File: src/rtl/core/fcoe_enc_pkg.sv
// Shared types and constants of the FCoE frame encapsulator.
package fcoe_enc_pkg;

  localparam int unsigned STEP_W     = 6;
  localparam int unsigned COUNT_W    = 5;
  localparam int unsigned HOLD_DEPTH = 16;
  localparam int unsigned HOLD_IDX_W = 4;
  localparam int unsigned MAC_W      = 48;
  localparam int unsigned CFG_IDX_W  = 1;

  // Configuration register indexes
  localparam logic [CFG_IDX_W-1:0] CFG_SOURCE_MAC = 1'd0;
  localparam logic [CFG_IDX_W-1:0] CFG_DEST_MAC   = 1'd1;

  // Header burst layout, one step per output byte
  localparam logic [STEP_W-1:0] HDR_DMAC   = 6'd0;
  localparam logic [STEP_W-1:0] HDR_SMAC   = 6'd6;
  localparam logic [STEP_W-1:0] HDR_ETH_HI = 6'd12;
  localparam logic [STEP_W-1:0] HDR_ETH_LO = 6'd13;
  localparam logic [STEP_W-1:0] HDR_PAD    = 6'd14;
  localparam logic [STEP_W-1:0] HDR_SOF    = 6'd27;
  localparam logic [STEP_W-1:0] HDR_HOLD   = 6'd28;
  localparam logic [STEP_W-1:0] HDR_LAST   = 6'd43;

  // Trailer burst layout
  localparam logic [STEP_W-1:0] TRL_CRC_LAST = 6'd3;
  localparam logic [STEP_W-1:0] TRL_EOF      = 6'd4;
  localparam logic [STEP_W-1:0] TRL_LAST     = 6'd7;

  // Positions within the held FC header
  localparam logic [COUNT_W-1:0] ESEQ_IDX  = 5'd9;
  localparam logic [COUNT_W-1:0] SEQCNT_HI = 5'd14;
  localparam logic [COUNT_W-1:0] SEQCNT_LO = 5'd15;
  localparam logic [COUNT_W-1:0] HOLD_FULL = 5'd16;
  localparam logic [COUNT_W-1:0] HOLD_LAST = 5'd15;

  localparam logic [7:0]  ETHTYPE_HI = 8'h89;
  localparam logic [7:0]  ETHTYPE_LO = 8'h06;
  localparam logic [7:0]  SOF_I3     = 8'h2E;
  localparam logic [7:0]  SOF_N3     = 8'h36;
  localparam logic [7:0]  EOF_T      = 8'h42;
  localparam logic [7:0]  EOF_N      = 8'h41;
  localparam logic [31:0] CRC_INIT   = 32'hFFFF_FFFF;
  localparam logic [31:0] CRC_POLY   = 32'hEDB8_8320;

  typedef enum logic [1:0] {
    SRC_IN,
    SRC_SHORT,
    SRC_HDR,
    SRC_TRL
  } src_e;

  typedef struct packed {
    logic              accept;
    logic              emit;
    src_e              src;
    logic [STEP_W-1:0] step;
    logic              frame_end;
    logic              run_last;
    logic              clear;
  } cmd_t;

  typedef struct packed {
    logic hold_short;  // this byte leaves the header still incomplete
    logic hold_full;   // header already sent, bytes pass through
  } status_t;

endpackage

File: src/rtl/core/fcoe_enc_ctrl.sv
// Controller: input handshake, header and trailer sequencing, output valid.
module fcoe_enc_ctrl
  import fcoe_enc_pkg::*;
(
  input  logic    clk_i,
  input  logic    rst_ni,
  input  logic    in_valid_i,
  input  logic    fc_last_i,
  output logic    in_stall_o,
  output logic    out_valid_o,
  input  logic    out_stall_i,
  input  status_t status_i,
  output cmd_t    cmd_o
);

  localparam logic [1:0] ST_IDLE = 2'd0;
  localparam logic [1:0] ST_HDR  = 2'd1;
  localparam logic [1:0] ST_TRL  = 2'd2;

  logic [1:0]        state_q, state_d;
  logic [STEP_W-1:0] step_q, step_d;
  logic              last_q, last_d;
  logic              out_valid_q, out_valid_d;
  logic              slot_free;
  logic              acc;

  assign slot_free  = !out_valid_q || !out_stall_i;
  assign in_stall_o = !((state_q == ST_IDLE) && slot_free);
  assign acc        = in_valid_i && !in_stall_o;

  always_comb begin
    state_d         = state_q;
    step_d          = step_q;
    last_d          = last_q;
    cmd_o           = '0;
    cmd_o.src       = SRC_IN;
    cmd_o.step      = step_q;
    cmd_o.accept    = acc;
    case (state_q)
      ST_IDLE: begin
        if (acc) begin
          if (status_i.hold_full) begin
            cmd_o.emit     = 1'b1;
            cmd_o.src      = SRC_IN;
            cmd_o.run_last = !fc_last_i;
            if (fc_last_i) begin
              state_d = ST_TRL;
              step_d  = '0;
            end
          end else if (status_i.hold_short) begin
            if (fc_last_i) begin
              // drop the short frame with a single status transfer
              cmd_o.emit     = 1'b1;
              cmd_o.src      = SRC_SHORT;
              cmd_o.run_last = 1'b1;
              cmd_o.clear    = 1'b1;
            end
          end else begin
            state_d = ST_HDR;
            step_d  = '0;
            last_d  = fc_last_i;
          end
        end
      end
      ST_HDR: begin
        if (slot_free) begin
          cmd_o.emit = 1'b1;
          cmd_o.src  = SRC_HDR;
          if (step_q == HDR_LAST) begin
            cmd_o.run_last = !last_q;
            state_d        = last_q ? ST_TRL : ST_IDLE;
            step_d         = '0;
          end else begin
            step_d = step_q + 1'b1;
          end
        end
      end
      ST_TRL: begin
        if (slot_free) begin
          cmd_o.emit = 1'b1;
          cmd_o.src  = SRC_TRL;
          if (step_q == TRL_LAST) begin
            cmd_o.frame_end = 1'b1;
            cmd_o.run_last  = 1'b1;
            cmd_o.clear     = 1'b1;
            state_d         = ST_IDLE;
            step_d          = '0;
          end else begin
            step_d = step_q + 1'b1;
          end
        end
      end
      default: begin
        state_d = ST_IDLE;
        step_d  = '0;
      end
    endcase
  end

  always_comb begin
    if (cmd_o.emit) begin
      out_valid_d = 1'b1;
    end else if (out_stall_i) begin
      out_valid_d = out_valid_q;
    end else begin
      out_valid_d = 1'b0;
    end
  end

  always_ff @(posedge clk_i or negedge rst_ni) begin
    if (!rst_ni) begin
      state_q     <= ST_IDLE;
      step_q      <= '0;
      last_q      <= 1'b0;
      out_valid_q <= 1'b0;
    end else begin
      state_q     <= state_d;
      step_q      <= step_d;
      last_q      <= last_d;
      out_valid_q <= out_valid_d;
    end
  end

  assign out_valid_o = out_valid_q;

endmodule

File: src/rtl/core/fcoe_enc_dp.sv
// Datapath: header hold, CRC, frame flags, MAC registers and output byte register.
module fcoe_enc_dp
  import fcoe_enc_pkg::*;
(
  input  logic                 clk_i,
  input  logic                 rst_ni,
  input  logic                 cfg_we_i,
  input  logic [CFG_IDX_W-1:0] cfg_index_i,
  input  logic [MAC_W-1:0]     cfg_wdata_i,
  input  logic [7:0]           fc_byte_i,
  input  cmd_t                 cmd_i,
  output status_t              status_o,
  output logic [7:0]           out_byte_o,
  output logic                 frame_end_o,
  output logic                 run_last_o,
  output logic                 status_bit_o
);

  logic [MAC_W-1:0]   source_mac_q;
  logic [MAC_W-1:0]   dest_mac_q;
  logic [7:0]         hold_q [HOLD_DEPTH];
  logic [COUNT_W-1:0] count_q, count_d;
  logic [31:0]        crc_q, crc_d;
  logic               eseq_q, eseq_d;
  logic               seq_zero_q;
  logic               store;

  logic [7:0]         out_byte_q;
  logic               frame_end_q;
  logic               run_last_q;
  logic               status_q;

  logic [7:0]         byte_d;
  logic [7:0]         hdr_byte;
  logic [7:0]         trl_byte;
  logic [MAC_W-1:0]   mac_sel;
  logic [2:0]         mac_off;
  logic [MAC_W-1:0]   mac_shift;
  logic [STEP_W-1:0]  hold_rel;
  logic [31:0]        crc_out;

  function automatic logic [31:0] crc_byte(input logic [31:0] c_in, input logic [7:0] b);
    logic [31:0] c;
    c = c_in ^ {24'd0, b};
    for (int k = 0; k < 8; k++) begin
      c = c[0] ? ((c >> 1) ^ CRC_POLY) : (c >> 1);
    end
    return c;
  endfunction

  assign store = cmd_i.accept && !status_o.hold_full;

  assign status_o.hold_full  = (count_q == HOLD_FULL);
  assign status_o.hold_short = (count_q < HOLD_LAST);

  always_comb begin
    if (cmd_i.clear) begin
      crc_d   = CRC_INIT;
      count_d = '0;
      eseq_d  = 1'b0;
    end else begin
      crc_d   = cmd_i.accept ? crc_byte(crc_q, fc_byte_i) : crc_q;
      count_d = store ? count_q + 1'b1 : count_q;
      eseq_d  = (store && count_q == ESEQ_IDX) ? fc_byte_i[3] : eseq_q;
    end
  end

  always_ff @(posedge clk_i or negedge rst_ni) begin
    if (!rst_ni) begin
      source_mac_q <= '0;
      dest_mac_q   <= '0;
      count_q      <= '0;
      crc_q        <= CRC_INIT;
      eseq_q       <= 1'b0;
    end else begin
      if (cfg_we_i && cfg_index_i == CFG_SOURCE_MAC) begin
        source_mac_q <= cfg_wdata_i;
      end
      if (cfg_we_i && cfg_index_i == CFG_DEST_MAC) begin
        dest_mac_q <= cfg_wdata_i;
      end
      count_q <= count_d;
      crc_q   <= crc_d;
      eseq_q  <= eseq_d;
    end
  end

  // Hold the header bytes; track whether SEQ_CNT is zero as they arrive
  always_ff @(posedge clk_i) begin
    if (store) begin
      hold_q[count_q[HOLD_IDX_W-1:0]] <= fc_byte_i;
      if (count_q == SEQCNT_HI) begin
        seq_zero_q <= (fc_byte_i == 8'd0);
      end else if (count_q == SEQCNT_LO) begin
        seq_zero_q <= seq_zero_q && (fc_byte_i == 8'd0);
      end
    end
  end

  // MAC bytes go out most significant first
  always_comb begin
    if (cmd_i.step < HDR_SMAC) begin
      mac_sel = dest_mac_q;
      mac_off = cmd_i.step[2:0];
    end else begin
      mac_sel = source_mac_q;
      mac_off = 3'(cmd_i.step - HDR_SMAC);
    end
    mac_shift = mac_sel << {mac_off, 3'b000};
  end

  assign hold_rel = cmd_i.step - HDR_HOLD;

  always_comb begin
    case (cmd_i.step) inside
      [HDR_DMAC:HDR_ETH_HI - 6'd1]: hdr_byte = mac_shift[MAC_W-1 -: 8];
      HDR_ETH_HI:                    hdr_byte = ETHTYPE_HI;
      HDR_ETH_LO:                    hdr_byte = ETHTYPE_LO;
      [HDR_PAD:HDR_SOF - 6'd1]:      hdr_byte = 8'd0;
      HDR_SOF:                       hdr_byte = seq_zero_q ? SOF_I3 : SOF_N3;
      default:                       hdr_byte = hold_q[hold_rel[HOLD_IDX_W-1:0]];
    endcase
  end

  assign crc_out = ~crc_q;

  always_comb begin
    case (cmd_i.step) inside
      [6'd0:TRL_CRC_LAST]: trl_byte = crc_out[{cmd_i.step[1:0], 3'b000} +: 8];
      TRL_EOF:             trl_byte = eseq_q ? EOF_T : EOF_N;
      default:             trl_byte = 8'd0;
    endcase
  end

  always_comb begin
    case (cmd_i.src)
      SRC_IN:    byte_d = fc_byte_i;
      SRC_SHORT: byte_d = 8'd0;
      SRC_HDR:   byte_d = hdr_byte;
      SRC_TRL:   byte_d = trl_byte;
      default:   byte_d = 8'd0;
    endcase
  end

  always_ff @(posedge clk_i) begin
    if (cmd_i.emit) begin
      out_byte_q  <= byte_d;
      frame_end_q <= cmd_i.frame_end;
      run_last_q  <= cmd_i.run_last;
      status_q    <= (cmd_i.src == SRC_SHORT);
    end
  end

  assign out_byte_o   = out_byte_q;
  assign frame_end_o  = frame_end_q;
  assign run_last_o   = run_last_q;
  assign status_bit_o = status_q;

endmodule

File: src/rtl/core/fcoe_frame_encapsulator.sv
// FCoE frame encapsulator top level: controller and datapath.
//
// Takes a Fibre Channel frame and sends out the FCoE Ethernet frame, both one
// byte per transfer. Unless output stall holds them, the first fifteen bytes
// of a frame are taken one per cycle with no output and later bytes pass
// through at one per cycle. The sixteenth starts a 44-byte header burst (MACs,
// ethertype, reserved bytes, SOF, held FC header) and the last byte is followed
// by an 8-byte trailer (CRC-32, EOF, padding); both stall input. The stalls
// come from the single output byte register, loaded once per cycle; output
// stall lengthens them. A frame ending before sixteen bytes yields one
// transfer with status set. source_mac (index 0) and dest_mac (index 1) must
// be written only while idle; the block itself does not enforce it.
module fcoe_frame_encapsulator
  import fcoe_enc_pkg::*;
(
  input  logic                 clk_i,
  input  logic                 rst_ni,
  input  logic                 cfg_we_i,
  input  logic [CFG_IDX_W-1:0] cfg_index_i,
  input  logic [MAC_W-1:0]     cfg_wdata_i,
  input  logic                 in_valid_i,
  output logic                 in_stall_o,
  input  logic [7:0]           fc_byte_i,
  input  logic                 fc_last_i,
  output logic                 out_valid_o,
  input  logic                 out_stall_i,
  output logic [7:0]           out_byte_o,
  output logic                 frame_end_o,
  output logic                 run_last_o,
  output logic                 status_o
);

  cmd_t    cmd;
  status_t dp_status;

  fcoe_enc_ctrl u_ctrl (
    .clk_i       (clk_i),
    .rst_ni      (rst_ni),
    .in_valid_i  (in_valid_i),
    .fc_last_i   (fc_last_i),
    .in_stall_o  (in_stall_o),
    .out_valid_o (out_valid_o),
    .out_stall_i (out_stall_i),
    .status_i    (dp_status),
    .cmd_o       (cmd)
  );

  fcoe_enc_dp u_dp (
    .clk_i        (clk_i),
    .rst_ni       (rst_ni),
    .cfg_we_i     (cfg_we_i),
    .cfg_index_i  (cfg_index_i),
    .cfg_wdata_i  (cfg_wdata_i),
    .fc_byte_i    (fc_byte_i),
    .cmd_i        (cmd),
    .status_o     (dp_status),
    .out_byte_o   (out_byte_o),
    .frame_end_o  (frame_end_o),
    .run_last_o   (run_last_o),
    .status_bit_o (status_o)
  );

endmodule

File: config.mk
export PLATFORM = sky130hd
export DESIGN_NAME = fcoe_frame_encapsulator
export DESIGN_NICKNAME = d
export VERILOG_FILES = /design/src/rtl/core/fcoe_enc_pkg.sv /design/src/rtl/core/fcoe_enc_ctrl.sv /design/src/rtl/core/fcoe_enc_dp.sv /design/src/rtl/core/fcoe_frame_encapsulator.sv
export SDC_FILE = /design/constraint.sdc
export NUM_CORES = 1
export LEC_CHECK = 0
export BUFFER_PORTS_ARGS = -buffer_cell sky130_fd_sc_hd__buf_2
export CORE_AREA = 2 2 189 191
export CTS_CLUSTER_DIAMETER = 120
export CTS_CLUSTER_SIZE = 8
export DETAILED_ROUTE_END_ITERATION = 6
export DIE_AREA = 0 0 191 193
export PLACE_DENSITY_LB_ADDON = 0.15
export SLEW_MARGIN = 20
export SYNTH_ARGS = -nofsm -noshare
export SYNTH_HDL_FRONTEND = slang
export SYNTH_SLANG_ARGS = --single-unit
File: constraint.sdc
create_clock -name clk_i -period 3.8 [get_ports clk_i]
set_input_delay 0.57 -clock clk_i [delete_from_list [all_inputs] [get_ports clk_i]]
set_output_delay 0.57 -clock clk_i [all_outputs]
set_load 0.01 [all_outputs]
# [Word-level counts from Yosys, hierarchy flattened]
# Memories as Yosys holds them, arrays and structs flattened.
# Index checks and enable logic that the tools add are counted.
[word_totals] reg_bits=156 latch_bits=0 mem_bits_rw=128 rom_bits=0 inputBits=63 output_inout_bits=13 n_memories=1
[op_classes] addsub=4 multipliers=0 div=0 order_cmp=7 eq_ne=23 n_shift=2 n_mux=69 n_bitwise=13 n_reduce_logical=29
[mem_list] memory="u_dp.hold_q" words=16 word_bits=8 read_ports=1 rd_ports_with_merged_regs=0 wr=1 line="fcoe_enc_dp.sv:21" rtl="logic [7:0] hold_q [HOLD_DEPTH];"
[ops] op="32-bit 2-to-1 mux" count=10
[ops] op="13-bit inverter with 14-bit output" count=8
[ops] op="8-bit 2-to-1 mux" count=7
[ops] op="48-bit 2-to-1 mux" count=1
[ops] op="6-bit 2-to-1 mux" count=8
[ops] op="48-bit by 6-bit << shifter with 48-bit output" count=1
[ops] op="32-bit inverter" count=1
[ops] op="8-bit one-hot mux with 4 select lines" count=1
[ops] op="32-bit by 6-bit indexed part select with 8-bit output" count=1
[ops] op="32-bit by 8-bit bitwise XOR with 32-bit output" count=1
[ops] op="2-bit 2-to-1 mux" count=14
[ops] op="3-bit 2-to-1 mux" count=8
[ops] op="6-bit one-hot mux with 3 select lines" count=1
[ops] op="5-bit by 4-bit == test with 1-bit output (second input constant)" count=3
[ops] op="5-bit 2-to-1 mux" count=3
[ops] op="6-bit by 3-bit == test with 1-bit output (second input constant)" count=2
[ops] op="6-bit by 4-bit == test with 1-bit output (second input constant)" count=2
[ops] op="1-bit 2-to-1 mux" count=12
[ops] op="2-bit by 1-bit inequality test with 1-bit output (second input constant)" count=6
[ops] op="1-bit logical AND" count=10
[ops] op="3-bit one-hot mux with 3 select lines" count=1
[ops] op="8-bit logical NOT" count=1
[ops] op="2-bit nonzero test" count=4
[ops] op="7-bit AND reduction" count=1
[ops] op="other kinds (28)" count=40

# [Longest topological paths before layout]
# Gate-level depths: netlist of run 1.
[depth] ltp_word=19 ltp_mapped=11

# [Modules after synthesis]
# From an unflattened synthesis of run 1, not the netlist that was laid out.
[hier_totals] hier_cells=991 area_unflattened_um2=13745.7
[modules_own_cells] module="fcoe_enc_dp" n_inst=1 cells_per_inst=903 area_per_inst_um2=13007.5 seq_area_each_um2=7597.3
[modules_own_cells] module="fcoe_enc_ctrl" n_inst=1 cells_per_inst=88 area_per_inst_um2=738.2 seq_area_each_um2=250.2

# [Least setup slack after synthesis of run 1]
# OpenSTA, ideal clock, no wires.
[synth_timing] path_kind="reg2reg" start="register u_ctrl.step_q[3]" end="register u_dp.out_byte_q[3], in the netlist u_dp.out_byte_o[3], data pin" arrival_time_ns=2.690 slack_ns=0.837 stages_incl_launch_ff=9 period_less_slack_ns=2.963 cell_sequence="dfrtp_1 -> buf_2 -> inv_1 -> ha_1 -> a2111oi_4 -> buf_6 -> mux4_2 -> a221oi_1 -> o221ai_1"
[synth_via] elab_chain_cells=8 word_cells_on_any_way=24
[synth_lines] item="start: declaration" line="fcoe_enc_ctrl.sv:21" rtl="logic [STEP_W-1:0] step_q, step_d;"
[synth_lines] item="start signal: assignment" line="fcoe_enc_ctrl.sv:118" rtl="step_q <= step_d;"
[synth_lines] item="4-bit subtractor" line="fcoe_enc_dp.sv:112" rtl="assign hold_rel = cmd_i.step - HDR_HOLD;"
[synth_lines] item="memory read 16 x 8 bit"
[synth_lines] item="8-bit 2-to-1 mux (5 in series)" line="fcoe_enc_dp.sv:115" rtl="case (cmd_i.step) inside"
[synth_lines] item="8-bit one-hot mux with 4 select lines *" line="fcoe_enc_dp.sv:136" rtl="case (cmd_i.src)"
[synth_lines] item="via u_dp.byte_d[3]" line="fcoe_enc_dp.sv:33" rtl="logic [7:0] byte_d;"
[synth_lines] item="end signal: assignment" line="fcoe_enc_dp.sv:147" rtl="out_byte_q <= byte_d;"
[synth_lines] item="end: declaration" line="fcoe_enc_dp.sv:28" rtl="logic [7:0] out_byte_q;"
# The timed path passes the listed nets; every way through them passes the cells marked *.
# A chain may end at the register's enable or synchronous reset.

# [Worst setup path after layout of run 1]
[layout_timing] start="register u_ctrl.step_q[3]" end="register u_dp.out_byte_q[4], in the netlist u_dp.out_byte_o[4], data pin"
# Same word-level chain as after synthesis.

==> results.md, run 1 <==
- Cell Count, Final, Fillers Out: 1544
- Maximum clock rate: 0.341 GHz
- RSZ-0062 raised after global routing: no
- Yosys warning total: 0
- Required @ worst endpoint: 4.09 ns
- Worst Hold Class: input port to asynchronous set/reset pin
- CTS Buf Count: 41
- Final hold vios: 0
- Worst setup margin: 0.869 ns
- Drt wl/cell: 22.7 um
- Initial antenna violation count: 1
- Flop-to-flop setup slack: 0.87 ns
- Register Area: 7850 sq um
- PwrDens: 808 nW/um^2
- Initial DRC count: 631
- Die area: 36900 sq um
- Mapped Area: 13800 sq um
- R2r startpoint: u_ctrl.step_q[3]
- Grt total ovfl: 0
- Met1 GRT Util: 28.1%
- Pins over their slew limit: 0
- Worst setup path end: u_dp.out_byte_o[4]
- Nets: 1138
- Die W: 191 um
- Root buffer selected by CTS: clkbuf_16
- Multi-input gate area: 5660 sq um
- H-tree levels: 2
- Largest net degree at the start of global routing: 81
- TritonCTS clock tree: done
- Total Power: 12.8 mW
- Share of synthesized registers carrying an async set or reset: 50.7%
- Post-CTS setup buffers: 0
- WHS: 0.0797 ns
- Post-DRT Antenna Nets: 0
- Unique masters post-synth: 79
- Critical path class: flop to flop
- Dpl cells: 1474
- Placed Area: 14700 sq um
- CP startpoint: u_ctrl.step_q[3]
- Routed WL: 35000 um
- Worst setup SP type: flop
- Status: completed
- Final min period: 2.93 ns
- Largest area contributor in the netlist: edfxtp_1
- IO Port Bufs: 75
- Synthesized flop and latch total: 284
- Endpoints failing setup: 0
- Design area: 15900 sq um
- Synth top area share: 30.4%
- Num rows: 69
- Count leader, synth: edfxtp_1
- Post-cts resize count: 0
- First-pass GRT wire length: 53600 um
- Die H: 193 um
- # fillers: 3190
- Crit path DAT: 3.22 ns
- Pre-CTS WS: 0.917 ns
- Post-Synthesis Net Count: 1051
- Relative slew margins: 46.3%
- # diodes: 0
- Final Cycle Share: 77.1%
- CTS sink count: 284
- Busiest grt layer: met2
- Worst Skew: 0.0174 ns
- Mapped Cells: 969
- Initial Utilization: 39.6%
- Setup tns final: 0 ns
- Total core area: 35000 sq um
- Share of cells above drive strength 1: 31.8%
- Worst-Skew Late Latency: 0.55 ns
- EDFF count, synth: 140
- Vias in the first global route: 8612
- R2R cell count: 9
- CP endpoint kind: flop
- Critical Path Fanout Max: 16
- Drt pass-1 iters: 5
- DRC: 0
- Seq/Total Area, Yosys: 56.7%
- M3 GR Usage: 3.24%
- Area contributors post-synth: edfxtp_1, dfrtp_1, mux2_2, dfstp_2, mux4_2
- Least-Margin Pin Slew: 0.805 ns
- # IOs: 76
- DR vias/cell: 5.50
- Layout Utilization: 45.5%
- # Max-Cap Violations: 0
- Post-synthesis average cell area: 14.3 sq um
- Total GRT Usage: 19.4%
- Clk buf depth: 3
- Hpwl dp: 22900 um
- Area grow syn2layout: 15.0%
- M2 GR Usage: 30.2%
- Worst R2R End: u_dp.out_byte_o[4]
- VDD IR max: 0.534 mV
- Leakage power: 6.02 nW
- Placer Congestion: 0.822
- Post-synth top cells: edfxtp_1, dfrtp_1, mux2_2, nand2_1, xnor2_1
- Vias post-DR: 8499
- Clk pin slew, worst setup/hold paths: 0.06 ns
- Top FF cell, synth: edfxtp_1
- Cts hold-fix bufs: 0
cell families after synthesis:
logic type,after synthesis,share of synthesized area [%]
DFF,284,56.7
and+or+nand+nor,198,7.25
muxes,168,17.8
AOI/OAI and AO/OA,152,8.14
xor gates and xnor gates,78,5.84
buffers and inverters,70,2.48
adders and majority gates,19,1.72
cell type report:
type | instances | share of cell area (%)
flip-flops and latches | 284 | 49.4
multi-input cells | 615 | 35.6
clock buffers | 66 | 7.04
well taps | 461 | 3.63
repair buffers | 99 | 3.61
clock inverters | 4 | 0.425
inverters | 15 | 0.354
layer usage:
metal  routed length [um]  up-vias  share of wire (%)
met1                16400     4336                 47
met4                  797        2                2.3
met2                16000      221                 46
li1                     -     3890                  -
met5                   13        -              0.037
met3                 1750       50                5.0
worst min-delay path by stage:
| stage | from | to | slack, ns | depth (start not counted) |
|---|---|---|---|---|
| 2_1_floorplan | rst_ni | u_ctrl.last_q | 0.27 | 0 |
| 3_3_place_gp | u_dp.dest_mac_q[1] | u_dp.dest_mac_q[1] | 0.48 | 1 |
| 3_5_place_dp | u_dp.dest_mac_q[4] | u_dp.dest_mac_q[4] | 0.49 | 1 |
| 4_1_cts | rst_ni | u_dp.dest_mac_q[47] | 0.11 | 1 |
| 5_1_grt | rst_ni | u_dp.dest_mac_q[47] | 0.13 | 1 |
| 6_report | rst_ni | u_dp.dest_mac_q[47] | 0.08 | 1 |
registers in the layout (all words and copies together) (netlist names):
signal	flops
u_dp.dest_mac_q	48
u_ctrl.state_q	2
u_dp.status_bit_o	1
u_ctrl.last_q	1
u_dp.hold_q	128
u_dp.frame_end_o	1
u_dp.run_last_o	1
u_dp.out_byte_o	8
u_ctrl.out_valid_o	1
u_dp.count_q	5
u_dp.seq_zero_q	1
u_dp.eseq_q	1
u_ctrl.step_q	6
u_dp.source_mac_q	48
u_dp.crc_q	32
power breakdown:
part	internal [mW]	leakage, nW	switching [mW]	total (mW)
registers	3.94	2.94	0.494	4.44
clock network	2.08	0.568	1.35	3.42
logic	2.33	2.52	2.66	4.99
total	8.35	6.02	4.50	12.8
worst max-delay path, stage by stage (launching register included):
cell       delay (ns)
dfrtp_1          0.34
inv_1            0.08
ha_1             0.21
buf_4            0.21
a2111oi_4        0.29
buf_4            0.35
mux4_1           0.65
a21oi_1          0.17
o21ai_0          0.12
a31o_2           0.25
layout by cell type, fill, tap and decap left out, types with 18 or more instances in the layout:
cell type and n:
ha_1 19, mux2i_1 18, mux2_2 101, a21oi_1 27
buf_2 74, xor2_1 26, clkbuf_16 41, dfstp_2 32
nor2_1 30, mux4_2 36, nand2_1 77, edfxtp_1 140
xnor2_1 40, dfrtp_1 110, buf_4 23, o211ai_1 35
clkbuf_1 25, o21ai_0 18
Note: power is estimated with default switching activity, not from simulation.
==> run 2: changes to the inputs <==
- ABC_AREA: default -> 1
- CORE_AREA: 2 2 189 191 -> 2 2 194 196
- DIE_AREA: 0 0 191 193 -> 0 0 196 198
- clock period: 3.8 -> 2.5 ns (I/O delays scaled with it)
==> results.md, run 2 <==
- Max reg flops: 128 (unchanged)
- Synth top area share: 29.0% (-1.4 points)
- Final min period: 2.31 ns (-0.616 ns)
- Psw: 7.05 mW (+57%)
- Setup tns final: 0 ns (unchanged)
- Vias post-DR: 11600 (+36%)
- Post-Synthesis Net Count: 1728 (+64%)
- DR vias/cell: 5.15 (-6.5%)
- Leakage power: 7.54 nW (+25%)
- Mapped Cells: 1646 (+70%)
- Critical Path Fanout Max: 16 (unchanged)
- Least-Margin Pin Slew: 0.553 ns (-0.252 ns)
- Worst R2R End: u_dp.out_byte_o[5]
- Die area: 38800 sq um (+5.3%)
- # IOs: 76 (unchanged)
- Slowest-stage cell, CP: dfrtp_1
- Synthesized flop and latch total: 284 (unchanged)
- Most frequent cells in the layout: nand2_1, nand3_1, inv_1, o21ai_0, edfxtp_1
- Largest net degree at the start of global routing: 97 (+20%)
- WHS: 0.106 ns (+0.0264 ns)
- Maximum clock rate: 0.432 GHz (+27%)
- Commonest non-fill, non-tap cell in the layout: nand2_1
- Final hold vios: 0 (unchanged)
- Placer Congestion: 0.896 (+9.1%)
- Count leader, synth: nand2_1
- Worst Hold End: u_dp.source_mac_q[13]
- Cell Count, Final, Fillers Out: 2250 (+46%)
- CTS Buf Count: 41 (unchanged)
- Initial Utilization: 39.3% (-0.30 points)
- Vias in the first global route: 11300 (+32%)
- Slowest Stage Delay on Critical Path: 0.44 ns (-0.21 ns)
- Post-synthesis average cell area: 8.81 sq um (-38%)
- Initial DRC count: 932 (+48%)
- Status: completed
- First-pass GRT wire length: 65100 um (+21%)
- DRC: 0 (unchanged)
- Seq/Total Area, Yosys: 54.1% (-2.7 points)
- Worst Skew: 0.0153 ns (-0.00218 ns)
- Post-cts resize count: 0 (unchanged)
- Multi-input gate area: 5640 sq um (-0.35%)
- # Max-Cap Violations: 0 (unchanged)
- Clk buf depth: 3 (unchanged)
- Grt total ovfl: 0 (unchanged)
- Drt wl/cell: 18.4 um (-19%)
- Routed WL: 41400 um (+18%)
- Drt pass-1 iters: 5 (unchanged)
- Area contributors post-synth: edfxtp_1, dfrtp_1, nand2_1, dfstp_2, nand3_1
- Post-DRT Antenna Nets: 0 (unchanged)
- Share of cells above drive strength 1: 15.6% (-16 points)
- CTS sink count: 284 (unchanged)
- Total GRT Usage: 21.8% (+2.4 points)
- Die W: 196 um (+2.6%)
- RSZ-0062 raised after global routing: no
- R2r startpoint: u_ctrl.step_q[5]
- Nets: 1834 (+61%)
- R2R cell count: 13 (+4)
- Num rows: 71 (+2.9%)
- Switching share of power: 38.0% (+3.0 points)
- Total core area: 37000 sq um (+5.7%)
- Worst-Skew Late Latency: 0.53 ns (-0.02 ns)
- Comb power frac: 37.5% (-1.3 points)
- Critical-path cell list: nor2_4 > buf_4 > nand3_1 > nand2_2 > buf_4 > nand2_1 > inv_2 > nand3_1 > nand2_1 > inv_1 > nand2_1 > nand3_1 > nand3_1
- Sequential power share: 34.5% (about the same)
- Clock network fraction of total power: 28.0% (+1.4 points)
- Register Area: 7850 sq um (unchanged)
- Worst Hold Class: input port to flop
- Critical Path Most Common Cell: nand3_1
- Mapped Area: 14500 sq um (+4.9%)
- Flop-to-flop setup slack: 0.19 ns (-0.68 ns)
- # fillers: 3600 (+13%)
- Initial antenna violation count: 0 (-1)
- Pins over their slew limit: 0 (unchanged)
- Dpl cells: 2182 (+48%)
- Relative slew margins: 63.0% (+17 points)
- Crit path DAT: 2.70 ns (-0.52 ns)
- CP endpoint kind: flop
- Final Cycle Share: 92.6% (+15 points)
- Endpoints failing setup: 0 (unchanged)
- Share of synthesized registers carrying an async set or reset: 50.7% (unchanged)
- Post-CTS setup buffers: 0 (unchanged)
- IO Port Bufs: 75 (unchanged)
- Top FF cell, synth: edfxtp_1
- Cts hold-fix bufs: 1 (+1)
- Root buffer selected by CTS: clkbuf_16
- # diodes: 0 (unchanged)
- Yosys warning total: 0 (unchanged)
- Critical path class: flop to flop
- TritonCTS clock tree: done
- Post-synth top cells: nand2_1, nand3_1, inv_1, o21ai_0, edfxtp_1
- Hold Crit Start: cfg_wdata_i[13]
- Hpwl dp: 27700 um (+21%)
- H-tree levels: 2 (unchanged)
- Unique masters post-synth: 50 (-37%)
- Pint: 11.5 mW (+38%)
- PwrDens: 1100 nW/um^2 (+36%)
- EDFF count, synth: 140 (unchanged)
- Clk pin slew, worst setup/hold paths: 0.05 ns (about the same)
- Worst Hold Path Cells: 3
- VDD IR max: 0.427 mV (-20%)
- Worst setup SP type: flop
- Largest area contributor in the netlist: edfxtp_1
- Area grow syn2layout: 16.6%
- Die H: 198 um (+2.6%)
- Required @ worst endpoint: 2.88 ns (-1.21 ns)
run 2: cell count changes after synthesis, moves of 18 or more:
cell,change
inv_1,+150
mux2_2,-101
mux2i_1,-18
mux4_2,-36
nand2_1,+333
nand3_1,+152
nor2_1,+90
o211ai_1,-19
o21ai_0,+144
xnor2_1,-28
run 2: worst max-delay path: cells and delay by family (launching register included):
kind | cells | cell delay, ns
buffers and inverters | 4 | 0.65
flip-flops | 1 | 0.44
AND/OR/NAND/NOR | 9 | 1.06
run 2: per-layer routing:
| metal | global-route usage [%] | vias to the layer above | wire [um] |
|---|---|---|---|
| met2 | 36.0 | 292 | 19400 |
| met4 | 6.82 | 0 | 1120 |
| met3 | 3.24 | 73 | 2100 |
| met1 | 29.8 | 5591 | 18700 |
| li1 | - | 5625 | - |
| met5 | 0 | - | 0 |
run 2: area by class of cell:
type	count	area share, %
tap	474	3.51
multi-input combinational	1108	33.4
timing repair buffer	137	5.69
clock buffer	65	6.73
inverter	180	4.02
clock inverter	2	0.274
sequential	284	46.4
run 2: how the worst max path moves through the flow:
| stage | slack (ns) | from | endpoint |
|---|---|---|---|
| 2_1_floorplan | 0.17 | u_ctrl.step_q[2] | u_dp.out_byte_o[2] |
| 3_3_place_gp | 0.24 | u_ctrl.step_q[5] | u_dp.out_byte_o[5] |
| 3_5_place_dp | 0.22 | u_ctrl.step_q[5] | u_dp.out_byte_o[5] |
| 4_1_cts | 0.20 | u_ctrl.step_q[5] | u_dp.out_byte_o[5] |
| 5_1_grt | 0.04 | u_ctrl.step_q[5] | u_dp.out_byte_o[5] |
| 6_report | 0.19 | u_ctrl.step_q[5] | u_dp.out_byte_o[5] |
run 2: cells by family (layout without fill, tap and decap cells):
group                      count (synthesis)  count (layout)  synth area share, %
AOI/OAI and AO/OA                        257             257                 9.55
and+or+nand+nor                          771             771                 23.1
DFF                                      284             284                 54.1
adders and majority gates                 19              19                 1.64
xor gates and xnor gates                  61              61                 4.54
buffers and inverters                    254             384                 7.06
run 2: power groups by stage:
stage	registers, mW	clock network (mW)	logic [mW]
after global routing	6.49	5.51	7.82
after detailed placement	6.49	0	6.95
final	6.41	5.20	6.96
after global placement	6.48	0	6.92
after CTS	6.41	5.32	6.98
after floorplan	6.35	0	4.86
run 2: metrics by stage:
stage	instance area, sq um	setup slack, ns	utilization, %	power, mW
4_1_cts	16900	0.203	45.8	18.7
6_report	16900	0.186	45.8	18.6
5_1_grt	16900	0.0387	45.8	19.8
2_1_floorplan	14500	0.172	-	11.2
3_3_place_gp	15700	0.245	42.5	13.4
3_5_place_dp	15700	0.224	42.5	13.4
==> run 3: changes to the inputs <==
- CORE_AREA: 2 2 194 196 -> 2 2 159 161
- DIE_AREA: 0 0 196 198 -> 0 0 161 163
- clock period: 2.5 -> 2.8 ns (I/O delays scaled with it)
==> results.md, run 3 (synthesized netlist as in run 2, its figures left out) <==
- Share of cells above drive strength 1: 15.1% (-0.49 points)
- Leakage power: 7.46 nW (-0.99%)
- TritonCTS clock tree: done
- Nets: 1823 (-0.60%)
- Die H: 163 um (-18%)
- Largest net degree at the start of global routing: 96 (-1.0%)
- # Max-Cap Violations: 0 (unchanged)
- Required @ worst endpoint: 2.96 ns (+0.08 ns)
- Worst setup SP type: flop
- Final Cycle Share: 89.2% (-3.4 points)
- Crit path DAT: 2.66 ns (-0.04 ns)
- Slowest-stage cell, CP: nor2_1
- Post-DRT Antenna Nets: 0 (unchanged)
- CTS sink count: 284 (unchanged)
- Grt total ovfl: 0 (unchanged)
- Placer Congestion: 1.00 (+12%)
- Hpwl dp: 26200 um (-5.6%)
- Endpoints failing setup: 0 (unchanged)
- Drt pass-1 iters: 6 (+1)
- Drt wl/cell: 18.4 um (-0.15%)
- First-pass GRT wire length: 62300 um (-4.3%)
- Post-CTS setup buffers: 0 (unchanged)
- Die W: 161 um (-18%)
- Critical-path cell list: inv_1 > ha_1 > nand3_4 > nor2_4 > nand2_1 > nor2_1
- M2 GR Usage: 50.1% (+14 points)
- Relative slew margins: 37.4% (-26 points)
- Critical Path Fanout Max: 16 (unchanged)
- Comb power frac: 36.6% (-0.9 points)
- VDD IR max: 0.578 mV (+36%)
- Max reg flops: 128 (unchanged)
- Worst Hold Class: input port to flop
- CP endpoint kind: flop
- Most frequent cells in the layout: nand2_1, nand3_1, inv_1, o21ai_0, edfxtp_1
- Die area: 26200 sq um (-32%)
- Buf/Inv on CP: 1 (-3)
- CP top delay family: simple AND/OR/NAND/NOR gates
- DRC: 0 (unchanged)
- DR vias/cell: 5.63 (+9.3%)
- Total core area: 24700 sq um (-33%)
- Clk pin slew, worst setup/hold paths: 0.05 ns (about the same)
- Worst Skew: 0.0139 ns (-0.00134 ns)
- Sequential power share: 35.3% (+0.8 points)
- Final hold vios: 0 (unchanged)
- H-tree levels: 2 (unchanged)
- Vias in the first global route: 11700 (+2.8%)
- Layout Utilization: 67.3% (+22 points)
- Total GRT Usage: 30.3% (+8.5 points)
- Critical path class: flop to flop
- Psw: 6.24 mW (-12%)
- Pint: 10.1 mW (-12%)
- IO Port Bufs: 75 (unchanged)
- Status: completed
- Switching share of power: 38.1% (+0.13 points)
- PwrDens: 987 nW/um^2 (-10%)
- Total Power: 16.4 mW (-12%)
- Post-cts resize count: 0 (unchanged)
- Maximum clock rate: 0.401 GHz (-7.3%)
- Initial Utilization: 58.8% (+20 points)
- Routed WL: 38500 um (-6.9%)
- Num rows: 58 (-18%)
- Root buffer selected by CTS: clkbuf_16
- Setup tns final: 0 ns (unchanged)
- Vias post-DR: 11800 (+1.9%)
- Least-Margin Pin Slew: 0.935 ns (+0.382 ns)
- Initial antenna violation count: 0 (unchanged)
- Pins over their slew limit: 0 (unchanged)
- Clock network fraction of total power: 28.1% (about the same)
- # fillers: 2069 (-43%)
- Worst-Skew Late Latency: 0.54 ns (about the same)
- # IOs: 76 (unchanged)
- Final min period: 2.50 ns (+0.182 ns)
- RSZ-0062 raised after global routing: no
- CTS Buf Count: 41 (unchanged)
- Met1 GRT Util: 40.3% (+10 points)
- Busiest grt layer: met2
- Initial DRC count: 1097 (+18%)
- # diodes: 0 (unchanged)
- Clk buf depth: 3 (unchanged)
- M3 GR Usage: 4.99% (+1.8 points)
- Slowest Stage Delay on Critical Path: 0.61 ns (+0.17 ns)
- Commonest non-fill, non-tap cell in the layout: nand2_1
- Area grow syn2layout: 14.4%
## run 3: final cells by class
| cell class | count | area, sq um | area share [%] |
|---|---|---|---|
| multi-input combinational | 1108 | 5640 | 34.0 |
| inverter | 180 | 679 | 4.09 |
| clock inverter | 4 | 67.6 | 0.407 |
| timing repair buffer | 126 | 830 | 5.00 |
| sequential | 284 | 7850 | 47.3 |
| tap | 330 | 413 | 2.49 |
| clock buffer | 65 | 1120 | 6.72 |
## run 3: worst min-delay path: stages
cell and delay (ns):
buf_2 0.09, inv_1 0.05, o21ai_0 0.07
## run 3: timing repair
item,4_1_cts,5_1_grt
hold endpoints to repair,57,0
hold buffers,1,0
setup endpoints to repair,0,0
## run 3: layer usage
| layer | part of all wire [%] | vias to the layer above | routed length [um] |
|---|---|---|---|
| met5 | 0 | - | 0 |
| met4 | 3.7 | 0 | 1430 |
| met3 | 7.1 | 98 | 2720 |
| met2 | 48 | 506 | 18300 |
| met1 | 42 | 5587 | 16000 |
| li1 | - | 5610 | - |
## run 3: worst paths after layout
kind	from	end	slack [ns]	cells after the start
min in group asynchronous	rst_ni	u_ctrl.out_valid_o	0.48	2
max in group asynchronous	rst_ni	u_dp.source_mac_q[13]	1.53	3
max	u_ctrl.state_q[1]	u_dp.hold_q[1][7]	0.30	6
min	cfg_wdata_i[15]	u_dp.dest_mac_q[15]	0.15	3
max reg2reg	u_ctrl.state_q[1]	u_dp.hold_q[1][7]	0.30	6
min reg2reg	u_dp.dest_mac_q[38]	u_dp.dest_mac_q[38]	0.48	2
## run 3: per-stage QoR
stage	cell area [sq um]	setup slack, ns	hold slack (ns)	cells
6_report	16600	0.304	0.154	2097
5_1_grt	16600	0.110	0.166	2097
4_1_cts	16600	0.298	0.147	2097
3_5_place_dp	15400	0.331	0.467	2027
3_3_place_gp	15400	0.401	0.466	2027
2_1_floorplan	14500	0.472	0.124	1646
## run 3: power by group through the flow
stage	Sequential (mW)	Combinational, mW	Clock, mW
5_1_grt	5.82	6.69	4.84
3_3_place_gp	5.81	5.81	0
6_report	5.78	6.00	4.60
3_5_place_dp	5.83	5.90	0
2_1_floorplan	5.67	4.34	0
4_1_cts	5.76	5.94	4.64
